==> src/hw/rtl/sbtd_pkg.sv <==
// ----------------------------------------------------------------------------
// SDRAM bus trace decoder package
// Shared widths, command and burst codes, and the item and result types.
// ----------------------------------------------------------------------------
package sbtd_pkg;

	// field widths
	localparam int CW_W     = 24;
	localparam int DATA_W   = 64;
	localparam int COUNT_W  = 64;
	localparam int ADDR_W   = 24;
	localparam int ROW_W    = 13;
	localparam int COL_W    = 8;
	localparam int BANK_W   = 2;
	localparam int BE_W     = 8;

	// read latency pipe and open row table
	localparam int READ_PIPE_DEPTH   = 7;
	localparam int LATE_SLOT         = READ_PIPE_DEPTH - 3;
	localparam int ROW_TABLE_ENTRIES = 8;
	localparam int ROW_IDX_W         = $clog2(ROW_TABLE_ENTRIES);

	// decoupling queue between front and back
	localparam int FIFO_DEPTH = 2;
	localparam int FIFO_PTR_W = $clog2(FIFO_DEPTH);
	localparam int FIFO_CNT_W = $clog2(FIFO_DEPTH + 1);

	// raw command encodings on the bus
	localparam logic [2:0] RAW_MSR       = 3'd0;
	localparam logic [2:0] RAW_PRECHARGE = 3'd1;
	localparam logic [2:0] RAW_READ      = 3'd2;
	localparam logic [2:0] RAW_RESERVED  = 3'd3;
	localparam logic [2:0] RAW_WRITE     = 3'd4;
	localparam logic [2:0] RAW_BST       = 3'd5;
	localparam logic [2:0] RAW_ACTIVATE  = 3'd6;
	localparam logic [2:0] RAW_NOP       = 3'd7;

	// reported command codes
	typedef enum logic [2:0] {
		CMD_MSR        = 3'd0,
		CMD_PRECHARGE  = 3'd1,
		CMD_READ       = 3'd2,
		CMD_WRITE      = 3'd3,
		CMD_BURST_STOP = 3'd4,
		CMD_ACTIVATE   = 3'd5,
		CMD_NOP        = 3'd6,
		CMD_UNKNOWN    = 3'd7
	} cmd_code_t;

	// burst state
	typedef enum logic [1:0] {
		MODE_IDLE  = 2'd0,
		MODE_READ  = 2'd1,
		MODE_WRITE = 2'd2
	} mode_t;

	// classified sample handed from front to back
	typedef struct packed {
		logic                  stopped;
		cmd_code_t             code;
		logic                  sel;
		logic                  cs0;
		logic                  unk0;
		logic                  all_banks;
		logic [BANK_W-1:0]     bank;
		logic [ROW_W-1:0]      row;
		logic [DATA_W-1:0]     data;
		logic [BE_W-1:0]       byte_en;
	} sbtd_item_t;

	// one result item
	typedef struct packed {
		logic                  stopped;
		cmd_code_t             command_code;
		logic                  read_valid;
		logic [ADDR_W-1:0]     read_address;
		logic [DATA_W-1:0]     read_data;
		logic                  write_valid;
		logic [ADDR_W-1:0]     write_address;
		logic [DATA_W-1:0]     write_data;
		logic [BE_W-1:0]       write_byte_enable;
	} sbtd_result_t;

	// bus command to reported code
	function automatic cmd_code_t decode_cmd(input logic [2:0] raw);
		cmd_code_t c;
		unique case (raw)
			RAW_MSR:       c = CMD_MSR;
			RAW_PRECHARGE: c = CMD_PRECHARGE;
			RAW_READ:      c = CMD_READ;
			RAW_RESERVED:  c = CMD_UNKNOWN;
			RAW_WRITE:     c = CMD_WRITE;
			RAW_BST:       c = CMD_BURST_STOP;
			RAW_ACTIVATE:  c = CMD_ACTIVATE;
			RAW_NOP:       c = CMD_NOP;
			default:       c = CMD_UNKNOWN;
		endcase
		return c;
	endfunction

endpackage

==> src/hw/rtl/sbtd_if.sv <==
// ----------------------------------------------------------------------------
// SDRAM bus trace decoder channels
// Valid/ready channels for bus samples in and decoded results out.
// ----------------------------------------------------------------------------
interface sbtd_in_if import sbtd_pkg::*; ();
	logic              valid;
	logic              ready;
	logic [CW_W-1:0]   control_word;
	logic [DATA_W-1:0] data_word;

	modport source (output valid, output control_word, output data_word, input ready);
	modport sink (input valid, input control_word, input data_word, output ready);
endinterface

interface sbtd_out_if import sbtd_pkg::*; ();
	logic              valid;
	logic              ready;
	logic              stopped;
	logic [2:0]        command_code;
	logic              read_valid;
	logic [ADDR_W-1:0] read_address;
	logic [DATA_W-1:0] read_data;
	logic              write_valid;
	logic [ADDR_W-1:0] write_address;
	logic [DATA_W-1:0] write_data;
	logic [BE_W-1:0]   write_byte_enable;

	modport source (
		output valid, output stopped, output command_code,
		output read_valid, output read_address, output read_data,
		output write_valid, output write_address, output write_data,
		output write_byte_enable, input ready
	);
	modport sink (
		input valid, input stopped, input command_code,
		input read_valid, input read_address, input read_data,
		input write_valid, input write_address, input write_data,
		input write_byte_enable, output ready
	);
endinterface

==> src/hw/rtl/sdram_bus_trace_decoder_top.sv <==
// SDRAM bus trace decoder: takes one captured bus sample per cycle while the
// queue has room and gives one result item per sample. The sustained rate is
// one item per cycle while the output side is ready, set by the back end,
// which updates the burst, open-row table and latency pipe per item. A
// two-entry queue separates the decoding front end from the back end, so
// output stalls do not stop input acceptance until the queue is full. The
// user must write the stop index only while the block is idle; the block
// itself does not enforce this. Once the sample count reaches the stop
// index, items are returned flagged as stopped with all other fields zero.
// ----------------------------------------------------------------------------
// SDRAM bus trace decoder top level
// Front end, item queue and back end wired to the sample and result channels.
// ----------------------------------------------------------------------------
module sdram_bus_trace_decoder_top import sbtd_pkg::*; (
	input  logic               clk,
	input  logic               arst_n,
	input  logic               cfg_wr_en,
	input  logic [COUNT_W-1:0] cfg_wr_data,
	sbtd_in_if.sink            in_ch,
	sbtd_out_if.source         out_ch
);

	logic       push;
	logic       space;
	logic       pop;
	logic       avail;
	sbtd_item_t push_item;
	sbtd_item_t head;

	// decode and classify
	sbtd_front u_front (
		.clk         (clk),
		.arst_n      (arst_n),
		.cfg_wr_en   (cfg_wr_en),
		.cfg_wr_data (cfg_wr_data),
		.in_ch       (in_ch),
		.space       (space),
		.push        (push),
		.item        (push_item)
	);

	// decoupling queue
	sbtd_fifo u_fifo (
		.clk       (clk),
		.arst_n    (arst_n),
		.push      (push),
		.push_item (push_item),
		.space     (space),
		.pop       (pop),
		.avail     (avail),
		.head      (head)
	);

	// bus state tracking and results
	sbtd_back u_back (
		.clk    (clk),
		.arst_n (arst_n),
		.avail  (avail),
		.item   (head),
		.pop    (pop),
		.out_ch (out_ch)
	);

endmodule

==> src/hw/rtl/sbtd_front.sv <==
// ----------------------------------------------------------------------------
// SDRAM bus trace decoder front end
// Accepts samples, checks the stop index, decodes the control word and
// reorders the data bytes into a classified item for the queue.
// ----------------------------------------------------------------------------
module sbtd_front import sbtd_pkg::*; (
	input  logic               clk,
	input  logic               arst_n,
	input  logic               cfg_wr_en,
	input  logic [COUNT_W-1:0] cfg_wr_data,
	sbtd_in_if.sink            in_ch,
	input  logic               space,
	output logic               push,
	output sbtd_item_t         item
);

	logic [COUNT_W-1:0] stop_index_q;
	logic [COUNT_W-1:0] sample_count_q;
	logic [CW_W-1:0]    cw;
	logic [DATA_W-1:0]  dw;
	logic [BE_W-1:0]    mask;
	logic               stopped;

	assign cw = in_ch.control_word;
	assign dw = in_ch.data_word;

	// handshake: take an item whenever the queue has room
	assign in_ch.ready = space;
	assign push        = in_ch.valid & space;

	// decoding stops once the sample count reaches the stop index
	assign stopped = (sample_count_q >= stop_index_q);

	// byte mask sits in addr bits 2..9
	assign mask = cw[18:11];

	// classify the sample
	always_comb begin
		item           = '0;
		item.stopped   = stopped;
		item.code      = decode_cmd(cw[4:2]);
		item.cs0       = cw[0];
		item.sel       = ~(cw[0] & cw[1]);
		item.unk0      = cw[5];
		item.all_banks = cw[19];
		item.bank      = cw[23:22];
		item.row       = cw[21:9];
		item.data      = {dw[DATA_W-17:0], dw[DATA_W-1:DATA_W-16]};
		item.byte_en   = ~{mask[BE_W-3:0], mask[BE_W-1:BE_W-2]};
	end

	// stop index register
	always_ff @(posedge clk or negedge arst_n) begin
		if (!arst_n) begin
			stop_index_q <= '1;
		end else if (cfg_wr_en) begin
			stop_index_q <= cfg_wr_data;
		end
	end

	// sample counter advances on every accepted item that is not stopped
	always_ff @(posedge clk or negedge arst_n) begin
		if (!arst_n) begin
			sample_count_q <= '0;
		end else if (push && !stopped) begin
			sample_count_q <= sample_count_q + COUNT_W'(1);
		end
	end

endmodule

==> src/hw/rtl/sbtd_fifo.sv <==
// ----------------------------------------------------------------------------
// SDRAM bus trace decoder item queue
// Short queue of classified items between the front and back ends.
// ----------------------------------------------------------------------------
module sbtd_fifo import sbtd_pkg::*; (
	input  logic       clk,
	input  logic       arst_n,
	input  logic       push,
	input  sbtd_item_t push_item,
	output logic       space,
	input  logic       pop,
	output logic       avail,
	output sbtd_item_t head
);

	sbtd_item_t            mem [FIFO_DEPTH];
	logic [FIFO_PTR_W-1:0] wr_ptr_q;
	logic [FIFO_PTR_W-1:0] rd_ptr_q;
	logic [FIFO_CNT_W-1:0] count_q;

	assign space = (count_q != FIFO_CNT_W'(FIFO_DEPTH));
	assign avail = (count_q != '0);
	assign head  = mem[rd_ptr_q];

	// storage
	always_ff @(posedge clk) begin
		if (push) begin
			mem[wr_ptr_q] <= push_item;
		end
	end

	// pointers and fill level
	always_ff @(posedge clk or negedge arst_n) begin
		if (!arst_n) begin
			wr_ptr_q <= '0;
			rd_ptr_q <= '0;
			count_q  <= '0;
		end else begin
			if (push) begin
				wr_ptr_q <= wr_ptr_q + FIFO_PTR_W'(1);
			end
			if (pop) begin
				rd_ptr_q <= rd_ptr_q + FIFO_PTR_W'(1);
			end
			if (push && !pop) begin
				count_q <= count_q + FIFO_CNT_W'(1);
			end else if (pop && !push) begin
				count_q <= count_q - FIFO_CNT_W'(1);
			end
		end
	end

endmodule

==> src/hw/rtl/sbtd_back.sv <==
// ----------------------------------------------------------------------------
// SDRAM bus trace decoder back end
// Tracks open rows, the current burst, the read latency pipe and the write
// slot; builds one result per item into an output register.
// ----------------------------------------------------------------------------
module sbtd_back import sbtd_pkg::*; (
	input  logic       clk,
	input  logic       arst_n,
	input  logic       avail,
	input  sbtd_item_t item,
	output logic       pop,
	sbtd_out_if.source out_ch
);

	// burst and table state
	mode_t                 mode_q, mode_n;
	logic [COL_W-1:0]      col_q, col_n;
	logic [BANK_W-1:0]     bank_q, bank_n;
	logic [ROW_W-1:0]      row_q, row_n;
	logic                  select_q, select_n;
	logic [ROW_W-1:0]      open_row_q [ROW_TABLE_ENTRIES];
	logic [ROW_W-1:0]      open_row_n [ROW_TABLE_ENTRIES];
	logic [ROW_IDX_W-1:0]  tidx;

	// read latency pipe and write slot
	logic [READ_PIPE_DEPTH-1:0] rp_valid_q, rp_valid_n;
	logic [ADDR_W-1:0]          rp_addr_q [READ_PIPE_DEPTH];
	logic [ADDR_W-1:0]          rp_addr_n [READ_PIPE_DEPTH];
	logic                       ws_valid_q, ws_valid_n;
	logic [ADDR_W-1:0]          ws_addr_q, ws_addr_n;
	logic [ADDR_W-1:0]          beat_addr;

	// output register
	sbtd_result_t res;
	sbtd_result_t out_q;
	logic         out_valid_q;
	logic         update;

	// take the next item when the output register is free or draining
	assign pop    = avail & (~out_valid_q | out_ch.ready);
	assign update = pop & ~item.stopped;
	assign tidx   = ROW_IDX_W'({item.cs0, item.bank});

	// next state of burst, table, pipe and write slot
	always_comb begin
		mode_n     = mode_q;
		col_n      = col_q;
		bank_n     = bank_q;
		row_n      = row_q;
		select_n   = select_q;
		open_row_n = open_row_q;
		rp_valid_n = rp_valid_q;
		rp_addr_n  = rp_addr_q;
		ws_valid_n = ws_valid_q;
		ws_addr_n  = ws_addr_q;
		beat_addr  = '0;
		if (update) begin
			// advance the latency pipe
			for (int i = READ_PIPE_DEPTH - 1; i >= 1; i--) begin
				rp_valid_n[i] = rp_valid_q[i-1];
				rp_addr_n[i]  = rp_addr_q[i-1];
			end
			rp_valid_n[0] = 1'b0;
			ws_valid_n    = 1'b0;

			// command effects on a selected bus
			if (item.sel) begin
				unique case (item.code)
					CMD_READ, CMD_WRITE: begin
						mode_n   = (item.code == CMD_WRITE) ? MODE_WRITE : MODE_READ;
						col_n    = item.row[COL_W-1:0];
						bank_n   = item.bank;
						row_n    = open_row_q[tidx];
						select_n = item.cs0;
					end
					CMD_BURST_STOP: begin
						mode_n = MODE_IDLE;
					end
					CMD_PRECHARGE: begin
						if (item.all_banks || item.bank == bank_q) begin
							mode_n = MODE_IDLE;
						end
						// flush early slots when unk0 is clear and no burst remains
						if (!item.unk0 && mode_n == MODE_IDLE) begin
							for (int i = 0; i <= LATE_SLOT; i++) begin
								rp_valid_n[i] = 1'b0;
							end
						end
					end
					CMD_ACTIVATE: begin
						open_row_n[tidx] = item.row;
					end
					default: begin
					end
				endcase
			end

			// burst beat
			beat_addr = {select_n, row_n, bank_n, col_n};
			unique case (mode_n)
				MODE_READ: begin
					if (item.unk0) begin
						rp_valid_n[LATE_SLOT] = 1'b1;
						rp_addr_n[LATE_SLOT]  = beat_addr;
					end else begin
						rp_valid_n[0] = 1'b1;
						rp_addr_n[0]  = beat_addr;
					end
					col_n = col_n + COL_W'(1);
				end
				MODE_WRITE: begin
					ws_valid_n = 1'b1;
					ws_addr_n  = beat_addr;
					col_n      = col_n + COL_W'(1);
				end
				default: begin
				end
			endcase
		end
	end

	// result for the current item
	always_comb begin
		res = '0;
		if (item.stopped) begin
			res.stopped = 1'b1;
		end else begin
			res.command_code = item.code;
			if (rp_valid_q[READ_PIPE_DEPTH-1]) begin
				res.read_valid   = 1'b1;
				res.read_address = rp_addr_q[READ_PIPE_DEPTH-1];
				res.read_data    = item.data;
			end
			if (ws_valid_q) begin
				res.write_valid       = 1'b1;
				res.write_address     = ws_addr_q;
				res.write_data        = item.data;
				res.write_byte_enable = item.byte_en;
			end
		end
	end

	// control state
	always_ff @(posedge clk or negedge arst_n) begin
		if (!arst_n) begin
			mode_q      <= MODE_IDLE;
			col_q       <= '0;
			bank_q      <= '0;
			row_q       <= '0;
			select_q    <= 1'b0;
			open_row_q  <= '{default: '0};
			rp_valid_q  <= '0;
			ws_valid_q  <= 1'b0;
			out_valid_q <= 1'b0;
		end else begin
			mode_q      <= mode_n;
			col_q       <= col_n;
			bank_q      <= bank_n;
			row_q       <= row_n;
			select_q    <= select_n;
			open_row_q  <= open_row_n;
			rp_valid_q  <= rp_valid_n;
			ws_valid_q  <= ws_valid_n;
			out_valid_q <= pop | (out_valid_q & ~out_ch.ready);
		end
	end

	// payload registers
	always_ff @(posedge clk) begin
		rp_addr_q <= rp_addr_n;
		ws_addr_q <= ws_addr_n;
		if (pop) begin
			out_q <= res;
		end
	end

	// output channel
	assign out_ch.valid             = out_valid_q;
	assign out_ch.stopped           = out_q.stopped;
	assign out_ch.command_code      = out_q.command_code;
	assign out_ch.read_valid        = out_q.read_valid;
	assign out_ch.read_address      = out_q.read_address;
	assign out_ch.read_data         = out_q.read_data;
	assign out_ch.write_valid       = out_q.write_valid;
	assign out_ch.write_address     = out_q.write_address;
	assign out_ch.write_data        = out_q.write_data;
	assign out_ch.write_byte_enable = out_q.write_byte_enable;

endmodule
==> src/flat_wrapper.sv <==
// flat-port wrapper written by rule: the top's interface ports become plain ports
module sdram_bus_trace_decoder_top_flat import sbtd_pkg::*;
  (clk, arst_n, cfg_wr_en, cfg_wr_data, in_ch_valid, in_ch_control_word, in_ch_data_word, in_ch_ready, out_ch_valid, out_ch_stopped, out_ch_command_code, out_ch_read_valid, out_ch_read_address, out_ch_read_data, out_ch_write_valid, out_ch_write_address, out_ch_write_data, out_ch_write_byte_enable, out_ch_ready);
  sbtd_in_if in_ch_i ();
  sbtd_out_if out_ch_i ();
  input  logic clk;
  input  logic arst_n;
  input  logic cfg_wr_en;
  input  logic [COUNT_W-1:0] cfg_wr_data;
  input wire logic [$bits(in_ch_i.valid)-1:0] in_ch_valid;
  input wire logic [$bits(in_ch_i.control_word)-1:0] in_ch_control_word;
  input wire logic [$bits(in_ch_i.data_word)-1:0] in_ch_data_word;
  output wire logic [$bits(in_ch_i.ready)-1:0] in_ch_ready;
  output wire logic [$bits(out_ch_i.valid)-1:0] out_ch_valid;
  output wire logic [$bits(out_ch_i.stopped)-1:0] out_ch_stopped;
  output wire logic [$bits(out_ch_i.command_code)-1:0] out_ch_command_code;
  output wire logic [$bits(out_ch_i.read_valid)-1:0] out_ch_read_valid;
  output wire logic [$bits(out_ch_i.read_address)-1:0] out_ch_read_address;
  output wire logic [$bits(out_ch_i.read_data)-1:0] out_ch_read_data;
  output wire logic [$bits(out_ch_i.write_valid)-1:0] out_ch_write_valid;
  output wire logic [$bits(out_ch_i.write_address)-1:0] out_ch_write_address;
  output wire logic [$bits(out_ch_i.write_data)-1:0] out_ch_write_data;
  output wire logic [$bits(out_ch_i.write_byte_enable)-1:0] out_ch_write_byte_enable;
  input wire logic [$bits(out_ch_i.ready)-1:0] out_ch_ready;
  assign in_ch_i.valid = in_ch_valid;
  assign in_ch_i.control_word = in_ch_control_word;
  assign in_ch_i.data_word = in_ch_data_word;
  assign in_ch_ready = in_ch_i.ready;
  assign out_ch_valid = out_ch_i.valid;
  assign out_ch_stopped = out_ch_i.stopped;
  assign out_ch_command_code = out_ch_i.command_code;
  assign out_ch_read_valid = out_ch_i.read_valid;
  assign out_ch_read_address = out_ch_i.read_address;
  assign out_ch_read_data = out_ch_i.read_data;
  assign out_ch_write_valid = out_ch_i.write_valid;
  assign out_ch_write_address = out_ch_i.write_address;
  assign out_ch_write_data = out_ch_i.write_data;
  assign out_ch_write_byte_enable = out_ch_i.write_byte_enable;
  assign out_ch_i.ready = out_ch_ready;
  sdram_bus_trace_decoder_top u_core (.clk(clk), .arst_n(arst_n), .cfg_wr_en(cfg_wr_en), .cfg_wr_data(cfg_wr_data), .in_ch(in_ch_i), .out_ch(out_ch_i));
endmodule
==> config.mk <==
export PLATFORM = sky130hd
export DESIGN_NAME = sdram_bus_trace_decoder_top_flat
export DESIGN_NICKNAME = d
export VERILOG_FILES = /design/src/hw/rtl/sbtd_pkg.sv /design/src/hw/rtl/sbtd_if.sv /design/src/hw/rtl/sdram_bus_trace_decoder_top.sv /design/src/hw/rtl/sbtd_front.sv /design/src/hw/rtl/sbtd_fifo.sv /design/src/hw/rtl/sbtd_back.sv /design/src/flat_wrapper.sv
export SDC_FILE = /design/constraint.sdc
export NUM_CORES = 1
export LEC_CHECK = 0
export ABC_AREA = 1
export BUFFER_PORTS_ARGS = -buffer_cell sky130_fd_sc_hd__buf_2
export CAP_MARGIN = 20
export CORE_ASPECT_RATIO = 0.7
export CORE_MARGIN = 3
export CORE_UTILIZATION = 55
export DETAILED_ROUTE_END_ITERATION = 12
export HOLD_SLACK_MARGIN = 0.05
export PLACE_DENSITY_LB_ADDON = 0.15
export SLEW_MARGIN = 20
export SYNTH_ARGS = -nofsm -noshare
export SYNTH_HDL_FRONTEND = slang
export SYNTH_SLANG_ARGS = --single-unit
==> constraint.sdc <==
create_clock -name clk -period 7.8 [get_ports clk]
set_input_delay 0.39 -clock clk [delete_from_list [all_inputs] [get_ports clk]]
set_output_delay 0.39 -clock clk [all_outputs]
set_load 0.01 [all_outputs]
# --- Word-level counts from Yosys, hierarchy flattened ---
# Memories as Yosys holds them, arrays and structs flattened.
# Index checks and enable logic that the tools add are counted.
totals:
  reg_bits: 653
  ram_bits: 190
  romBits: 24
  output_inout_bits: 192
  memories: 2
memory_table:
  columns: ["name", "depth", "word_bits", "rd", "rd_ports_with_merged_regs", "wr", "line", "rtl"]
  rows:
  - ["u_core.u_fifo.mem", 2, 95, 1, 0, 1, "sbtd_fifo.sv:16", "sbtd_item_t mem [FIFO_DEPTH];"]
  - ["(no name shown)", 8, 3, 1, 0, 0, "sbtd_pkg.sv:87", "unique case (raw)"]
classes:
  addsub: 6
  n_lt_le_gt_ge: 3
  eq_ne: 9
  mux: 41
  n_bitwise: 16
  n_reduce_logical: 20
ops:
  columns: ["operator", "n"]
  rows:
  - ["$bwmux 104", 1]
  - ["$mux 97", 1]
  - ["$mux 89", 1]
  - ["$mux 13", 5]
  - ["$add 64x1->64 const B", 1]
  - ["$ge 64x64->1", 1]
  - ["$mux 24", 2]
  - ["$bmux 13 s3", 1]
  - ["$demux 13 s3", 1]
  - ["$mux 8", 4]
  - ["$mux 2", 11]
  - ["$mux 5", 3]
  - ["$mux 1", 10]
  - ["$add 8x1->8 const B", 1]
  - ["$not 8->8", 1]
  - ["$reduce_or 2->1", 4]
  - ["$not 1->1", 7]
  - ["$eq 3x2->1 const B", 2]
  - ["$eq 3x3->1 const B", 2]
  - ["$pmux 2 s3", 1]
  - ["$reduce_and 3->1", 2]
  - ["$and 1x1->1", 5]
  - ["$logic_and 1x1->1", 5]
  - ["$ge 4x4->1 const B", 1]
  - ["16 further kinds", 22]

# --- Logic depth before layout (Yosys ltp) ---
# Gate-level depths: netlist of run 1.
# An unclocked memory read counts as a cell.
logic_depth:
  depth_word: 14
  ltp_mapped: 20

# --- By module ---
# A second synthesis of run 1 with hierarchy kept.
unflattened:
  cells_unflattened: 3261
  area_unflattened_um2: 36468.7
by_module_without_submodules:
  columns: ["mod", "n_inst", "cells_each", "area_per_inst_um2", "seq_area_each_um2"]
  rows:
  - ["sbtd_back", 1, 1640, 19891.6, 14949.3]
  - ["sbtd_front", 1, 1300, 9313.9, 3283.1]
  - ["sbtd_fifo", 1, 321, 7263.2, 5805.6]

# --- Least setup slack after synthesis of run 1 ---
# No wires, ideal clock.
synth_path:
  path_kind: "register to register"
  start: "reg u_core.u_fifo.rd_ptr_q"
  end: "reg u_core.u_back.rp_addr_q[0] (netlist name) (enable)"
  t_arrival_ns: 5.061
  t_required_ns: 7.236
  path_slack_ns: 2.175
  path_stages_with_launch: 6
  period_less_slack_ns: 5.625
  path_cell_list: "dfrtp_1 -> buf_4 -> nand2_1 -> nand2_2 -> nor2_8 -> buf_1"
synth_rtl:
  columns: ["element", "line", "rtl"]
  rows:
  - ["start: declaration", "sbtd_fifo.sv:18", "logic [FIFO_PTR_W-1:0] rd_ptr_q;"]
  - ["start signal: assignment", "sbtd_fifo.sv:43", "rd_ptr_q <= rd_ptr_q + FIFO_PTR_W'(1);"]
  - ["end signal: assignment", "sbtd_back.sv:170", "rp_addr_q <= rp_addr_n;"]
  - ["end: declaration", "sbtd_back.sv:27", "logic [ADDR_W-1:0] rp_addr_q [READ_PIPE_DEPTH];"]

==> flow_summary.ini, run 1 <==
[placed_design]
hpwl_um = 59300
gp_congestion = 0.933
io_buffers = 345

[floorplan]
core-area_um2 = 62100
die_x_um = 307
placementRows = 76
start_util_pct = 56.2
dieArea_um2 = 66500
ios = 349
die_h_um = 217

[timing]
fmax_ghz = 0.220
setup_viol = 0
rsz0062_at_grt = false
fin_tns_setup_ps = 0
period_share_pct = 58.3
finalCriticalPeriod_ps = 4540
hold_viol = 0
drv_slew = 0
slew_headroom_pct = 23.1
worst_pin_slew_ps = 1140
fin_skew_ps = 25.8

[setup_path]
cp_max_fo = 76
reg2reg_depth = 6
timing_worst_setup_path_type = flip-flop to flip-flop
crit_required_ps = 8070
crit_path_end_kind = flip-flop
cp.arrival_ps = 4810
crit_start = u_core.u_fifo.rd_ptr_q$_DFFE_PN0P_
r2r-start = u_core.u_fifo.rd_ptr_q$_DFFE_PN0P_
startpoint_type = flip-flop

[grt]
grt_pass1_wl_um = 134000
grt_overflow_total = 0
grt_pass1_vias = 23390
grt_usage_pct = 26.3
antenna_found_initial = 6
grt_max_degree = 119

[pwr]
p_clk_share_pct = 26.0
ir_worst_vdd_mv = 0.257
p_per_area_nw_per_um2 = 344
power.leakage_nw = 17.8
combPwrFrac_pct = 25.4
finalPower_mw = 14.2
p_int_mw = 9.52
pwr-share-seq_pct = 48.7
p_sw_mw = 4.72
switching_share_pct = 33.1

[synth]
yosysTopAreaCell = edfxtp_1
syn_nets = 3271
synth_area_leaders = edfxtp_1 49%, dfrtp_1 15%, nand2_1 7.6%
synth.distinct_cells = 51
synth_edf_count = 570
syn-cell-area_um2 = 34900
yosysTopAreaCellShare_pct = 49.1
ys.warnings.count = 0
ys_top_cells_by_count = 706 x nand2_1, 570 x edfxtp_1, 309 x nor2_1
ys_seq_area_share_pct = 68.7
avgSynthCellArea_um2 = 11.5
synth_most_common_cell = nand2_1
ys_ff_latch = 841
synth_ff_type = edfxtp_1
synth_cells = 3043
synth_async_sr_flop_share_pct = 32.2

[cts]
cts_tree = built
clk_latency_ps = 630
h-tree-depth = 3
numCtsBuffers = 78
clock_path_buffers = 3
ctsRootBufferMaster = clkbuf_16
clock_sinks = 841
clk_pin_slew_ps = 60

[final_layout]
drive_gt1_share_pct = 17.2
register_area_um2 = 24000
multiInputGateArea_um2 = 9350
fin_nets = 3766
area_growth_pct = 18.6
fillers = 4681

[route]
drt-total-wl_um = 87100
vias_per_cell = 5.43
drcViolationCount = 0
postRouteAntennaNets = 0
routedWlPerCell_um = 19.7
vias = 23984
drtIter0Drc = 2508
drt_pre_antenna_iters = 6

[status]
status = complete, no violations

[hold_path]
whs_path_depth = 3
hp-start = cfg_wr_en
hold_path.class = primary input to flip-flop

[run]
cap_violations = 0
-- critical path: stages, from the launching register on --
cell and delay (ps):
dfrtp_4 1060, inv_2 520, nand2_1 190, nand2_2 170, nor2_8 760, buf_4 840, buf_4 560
-- layout make-up --
class / instances / area share (%)
well taps: 819 / 2.48
inverters: 300 / 2.77
diodes: 3 / 0.0182
repair buffers: 513 / 8.19
clock buffers: 104 / 5.06
multi-input cells: 1804 / 22.6
flip-flops and latches: 841 / 58.0
clock inverters: 36 / 0.889
-- sequential cells by signal, indices dropped and copies added (netlist names), 2 cells and up --
name and cells:
u_core.u_back.rp_valid_q 7, u_core.u_back.out_ch.read_address 24, u_core.u_back.out_ch.write_byte_enable 8, u_core.u_back.out_ch.write_address 24, u_core.u_back.out_ch.write_data 64, u_core.u_fifo.count_q 2, u_core.u_back.ws_addr_q 24, u_core.u_back.row_q 13
u_core.u_back.col_q 8, u_core.u_back.bank_q 2, u_core.u_back.out_ch.read_data 64, u_core.u_fifo.mem 188, u_core.u_back.rp_addr_q 168, u_core.u_front.stop_index_q 64, u_core.u_front.sample_count_q 64, u_core.u_back.mode_q 2
u_core.u_back.out_ch.command_code 3, u_core.u_back.open_row_q 104
-- logic make-up (layout without fill, tap and decap cells) --
kind of cell | after synthesis | after routing | synth area share [%]
compound gates | 328 | 328 | 5.04
xor+xnor | 55 | 55 | 1.38
fa+ha+maj | 71 | 71 | 2.55
buf+inv | 398 | 953 | 4.55
flops | 841 | 841 | 68.7
mux | 65 | 65 | 1.87
other cells | 0 | 3 | 0
simple gates | 1285 | 1285 | 15.9
-- placed cells by master (no fill, tap or decap), drive strengths merged, types with 2 or more instances in the layout --
cell type,instances
a21oi,62
a22oi,14
a31oi,3
and2,10
and3,2
buf,366
bufinv,4
clkbuf,104
clkinv,32
dfrtp,207
dfstp,64
diode,3
dlygate4sd3,147
edfxtp,570
ha,71
inv,299
mux2i,64
nand2,720
nand3,74
nand4,101
nor2,320
nor3,39
o21a,4
o21ai,221
o22ai,21
or2,16
xnor2,19
xor2,36
-- timing repair --
action / CTS / global route
hold buffers: 147 / 0
resized for setup: 0 / 0
setup buffers: 0 / 0
hold endpoints to repair: 335 / 0
setup endpoints to repair: 0 / 0
-- per-stage QoR --
| step | worst slack [ps] | cells | utilization [%] | cell area [um2] | hold slack, ps |
|---|---|---|---|---|---|
| 2_1_floorplan | 2180 | 3043 | - | 34900 | 94.4 |
| 3_3_place_gp | 3250 | 4129 | 60.2 | 37400 | 400 |
| 5_1_grt | 2860 | 4418 | 66.6 | 41400 | 129 |
| 6_report | 3260 | 4420 | 66.6 | 41400 | 113 |
| 3_5_place_dp | 3180 | 4129 | 60.2 | 37400 | 405 |
| 4_1_cts | 3180 | 4416 | 66.5 | 41300 | 76.3 |
-- layer usage --
layer  up-vias  share of wire (%)  track usage, %
li1      11289                  -               -
met1     11597                 44            39.1
met2       957                 45            40.0
met3       135                8.6            5.63
met4         6                2.2            6.68
met5         -              0.046               0
-- power by group through the flow --
| stage | Sequential (mW) | Combinational (mW) | Clock, mW |
|---|---|---|---|
| after floorplan | 7.17 | 2.06 | 0 |
| after global placement | 6.95 | 3.44 | 0 |
| after detailed placement | 7.01 | 3.54 | 0 |
| after CTS | 6.93 | 3.62 | 3.77 |
| after global routing | 7.04 | 3.99 | 3.96 |
| final | 6.93 | 3.61 | 3.70 |
-- final timing paths --
path	to	slack [ps]
worst max-delay path	u_core.u_back.rp_addr_q[123]$_DFFE_PP_	3260
worst min-delay path	u_core.u_front.stop_index_q[36]$_DFFE_PN1P_	110
worst max register to register	u_core.u_back.rp_addr_q[123]$_DFFE_PP_	3260
worst min register to register	u_core.u_back.rp_addr_q[83]$_DFFE_PP_	410
max in group asynchronous	u_core.u_fifo.rd_ptr_q$_DFFE_PN0P_	5630
min in group asynchronous	u_core.u_back.open_row_q[55]$_DFFE_PN0P_	410
Note: power is estimated with default switching activity, not from simulation.
==> run 2: changes to the inputs <==
- CORE_UTILIZATION: 55 -> 53
- clock period: 7.8 -> 4.05 ns (I/O delays scaled with it)
==> run 2 against run 1 <==
Largest cell class unchanged; sequential cell count unchanged; hold slack worse by 51 ps; register-to-register slack worse by 2800 ps; sequential share of layout area down 0.69 points; highest routed layer is now met4; clock-buffer cell count up 4; critical endpoint is now u_core.u_back.col_q[6]$_DFFE_PN0P_; non-clock buffer count up 22; clock skew down 5.8 ps; design area up 1.2%; worst setup slack worse by 2800 ps; first-iteration DRC count down 6.5%; routed wire length down 2.8%; largest power group unchanged; global-route usage down 1.5 points.
==> flow_summary.ini, run 2 (synthesized netlist as in run 1, its figures left out) <==
[status]
status = complete, no violations

[grt]
grt_overflow_total = 0
grt_pass1_vias = 23174
antenna_found_initial = 2
grt_max_degree = 185
grt_usage_pct = 24.8
grt_pass1_wl_um = 132000

[final_layout]
reg.largest.list = u_core.u_fifo.mem x188, u_core.u_back.rp_addr_q x168, u_core.u_back.open_row_q x104
instances_no_fill = 4511
multiInputGateArea_um2 = 9370
largest_register_ff_count = 188
largest_register = u_core.u_fifo.mem
area_growth_pct = 20.0
drive_gt1_share_pct = 18.1
fillers = 5011
layout_common_cells = 705 x nand2_1, 570 x edfxtp_1, 343 x buf_2, 307 x nor2_1, 276 x inv_1
layout_commonest_cell = nand2_1
fin_nets = 3788
register_area_um2 = 24000

[timing]
finalCriticalPeriod_ps = 3620
fmax_ghz = 0.276
fin_tns_setup_ps = 0
fin_skew_ps = 20.1
drv_slew = 0
worst_pin_slew_ps = 1160
rsz0062_at_grt = false
setup_viol = 0
hold_viol = 0
slew_headroom_pct = 22.9
period_share_pct = 89.4

[setup_path]
cp_max_fo = 21
cpMaxStageDelayCell = dfrtp_4
crit_required_ps = 4640
cp.arrival_ps = 4200
timing_worst_setup_path_type = flip-flop to flip-flop
crit_family = simple AND/OR/NAND/NOR gates
startpoint_type = flip-flop
critical-path-max-stage-delay_ps = 620
path_buf_inv = 4
crit_chain = inv_2 -> buf_4 -> nand2_1 -> nand2_2 -> nand2_1 -> nor2_4 -> buf_4 -> nor2_1 -> nand2_1 -> nand2_1 -> ha_1 -> inv_1 -> nand3_1 -> nor2_1 -> nand2_1 -> o21ai_1 -> nand3_1 -> nand2_1
crit_path_end_kind = flip-flop
path_common_cell = nand2_1

[route]
drtIter0Drc = 2346
drt_pre_antenna_iters = 6
drcViolationCount = 0
vias_per_cell = 5.29
postRouteAntennaNets = 0
vias = 23871
drt-total-wl_um = 84700
routedWlPerCell_um = 18.8

[pwr]
p_int_mw = 18.7
power.leakage_nw = 18.0
p_sw_mw = 9.08
pwr-share-seq_pct = 47.7
ir_worst_vdd_mv = 0.479
p_per_area_nw_per_um2 = 663
switching_share_pct = 32.7
p_clk_share_pct = 26.7
combPwrFrac_pct = 25.6

[placed_design]
io_buffers = 345
hpwl_um = 58700
gp_congestion = 0.958
place_inst = 4208

[floorplan]
start_util_pct = 53.7
placementRows = 78
core-area_um2 = 65000
ios = 349
die_x_um = 313
dieArea_um2 = 69000
die_h_um = 221

[cts]
cts_tree = built
clk_pin_slew_ps = 60
h-tree-depth = 3
clock_sinks = 841
ctsRootBufferMaster = clkbuf_16
numCtsBuffers = 78
clock_path_buffers = 3
cts_resized = 0
clk_latency_ps = 650

[run]
cap_violations = 0

[hold_path]
hold_path.class = primary input to flip-flop
-- run 2: worst paths after layout --
kind                                                        start                                          end  slack, ps  cells past startpoint
max                            u_core.u_fifo.rd_ptr_q$_DFFE_PN0P_           u_core.u_back.col_q[6]$_DFFE_PN0P_        430                     18
min in group asynchronous                                  arst_n     u_core.u_back.open_row_q[49]$_DFFE_PN0P_         90                      2
max in group asynchronous                                  arst_n  u_core.u_front.stop_index_q[32]$_DFFE_PN1P_       2990                      3
min reg2reg                u_core.u_back.rp_addr_q[157]$_DFFE_PP_       u_core.u_back.rp_addr_q[133]$_DFFE_PP_        420                      0
max reg2reg                    u_core.u_fifo.rd_ptr_q$_DFFE_PN0P_           u_core.u_back.col_q[6]$_DFFE_PN0P_        430                     18
min                                         in_ch_control_word[3]           u_core.u_fifo.mem[1][92]$_DFFE_PP_         60                      3
-- run 2: tightest hold or removal path: stages --
cell and delay, ps:
buf_2 110, nand2_1 50, o21ai_0 180
-- run 2: layout make-up --
type	count	share of cell area [%]
sequential	841	57.3
multi-input combinational	1804	22.4
timing repair buffer	535	8.69
clock buffer	108	5.22
inverter	300	2.72
tap	880	2.63
clock inverter	38	1.03
antenna	5	0.0299
-- run 2: power groups by stage --
stage,Combinational (mW),Clock (mW),Sequential (mW)
after floorplan,3.99,0,13.7
after global routing,7.88,7.91,13.4
after detailed placement,7.00,0,13.4
after global placement,6.82,0,13.3
after CTS,7.15,7.57,13.2
final,7.11,7.42,13.2
-- run 2: metrics by stage --
| step | utilization [%] | setup WS [ps] | area (um2) | power [mW] | hold WS, ps |
|---|---|---|---|---|---|
| 2_1_floorplan | - | 68.7 | 34900 | 17.7 | -93.1 |
| 3_3_place_gp | 58.0 | 614 | 37700 | 20.1 | 393 |
| 3_5_place_dp | 58.0 | 512 | 37700 | 20.4 | 395 |
| 4_1_cts | 64.3 | 478 | 41800 | 28.0 | 50.7 |
| 5_1_grt | 64.4 | 70.6 | 41900 | 29.2 | 62.7 |
| 6_report | 64.4 | 431 | 41900 | 27.8 | 62.1 |
-- run 2: what timing repair did --
item / CTS / global route
setup buffers: 0 / 0
hold buffers: 151 / 0
endpoints found under the hold margin: 326 / 0
-- run 2: per-layer routing --
metal	GRT usage [%]	part of all wire [%]	vias to the layer above
met4	6.21	2.3	0
li1	-	-	11318
met5	0	0	-
met2	37.5	44	855
met1	37.2	46	11567
met3	4.87	7.4	131
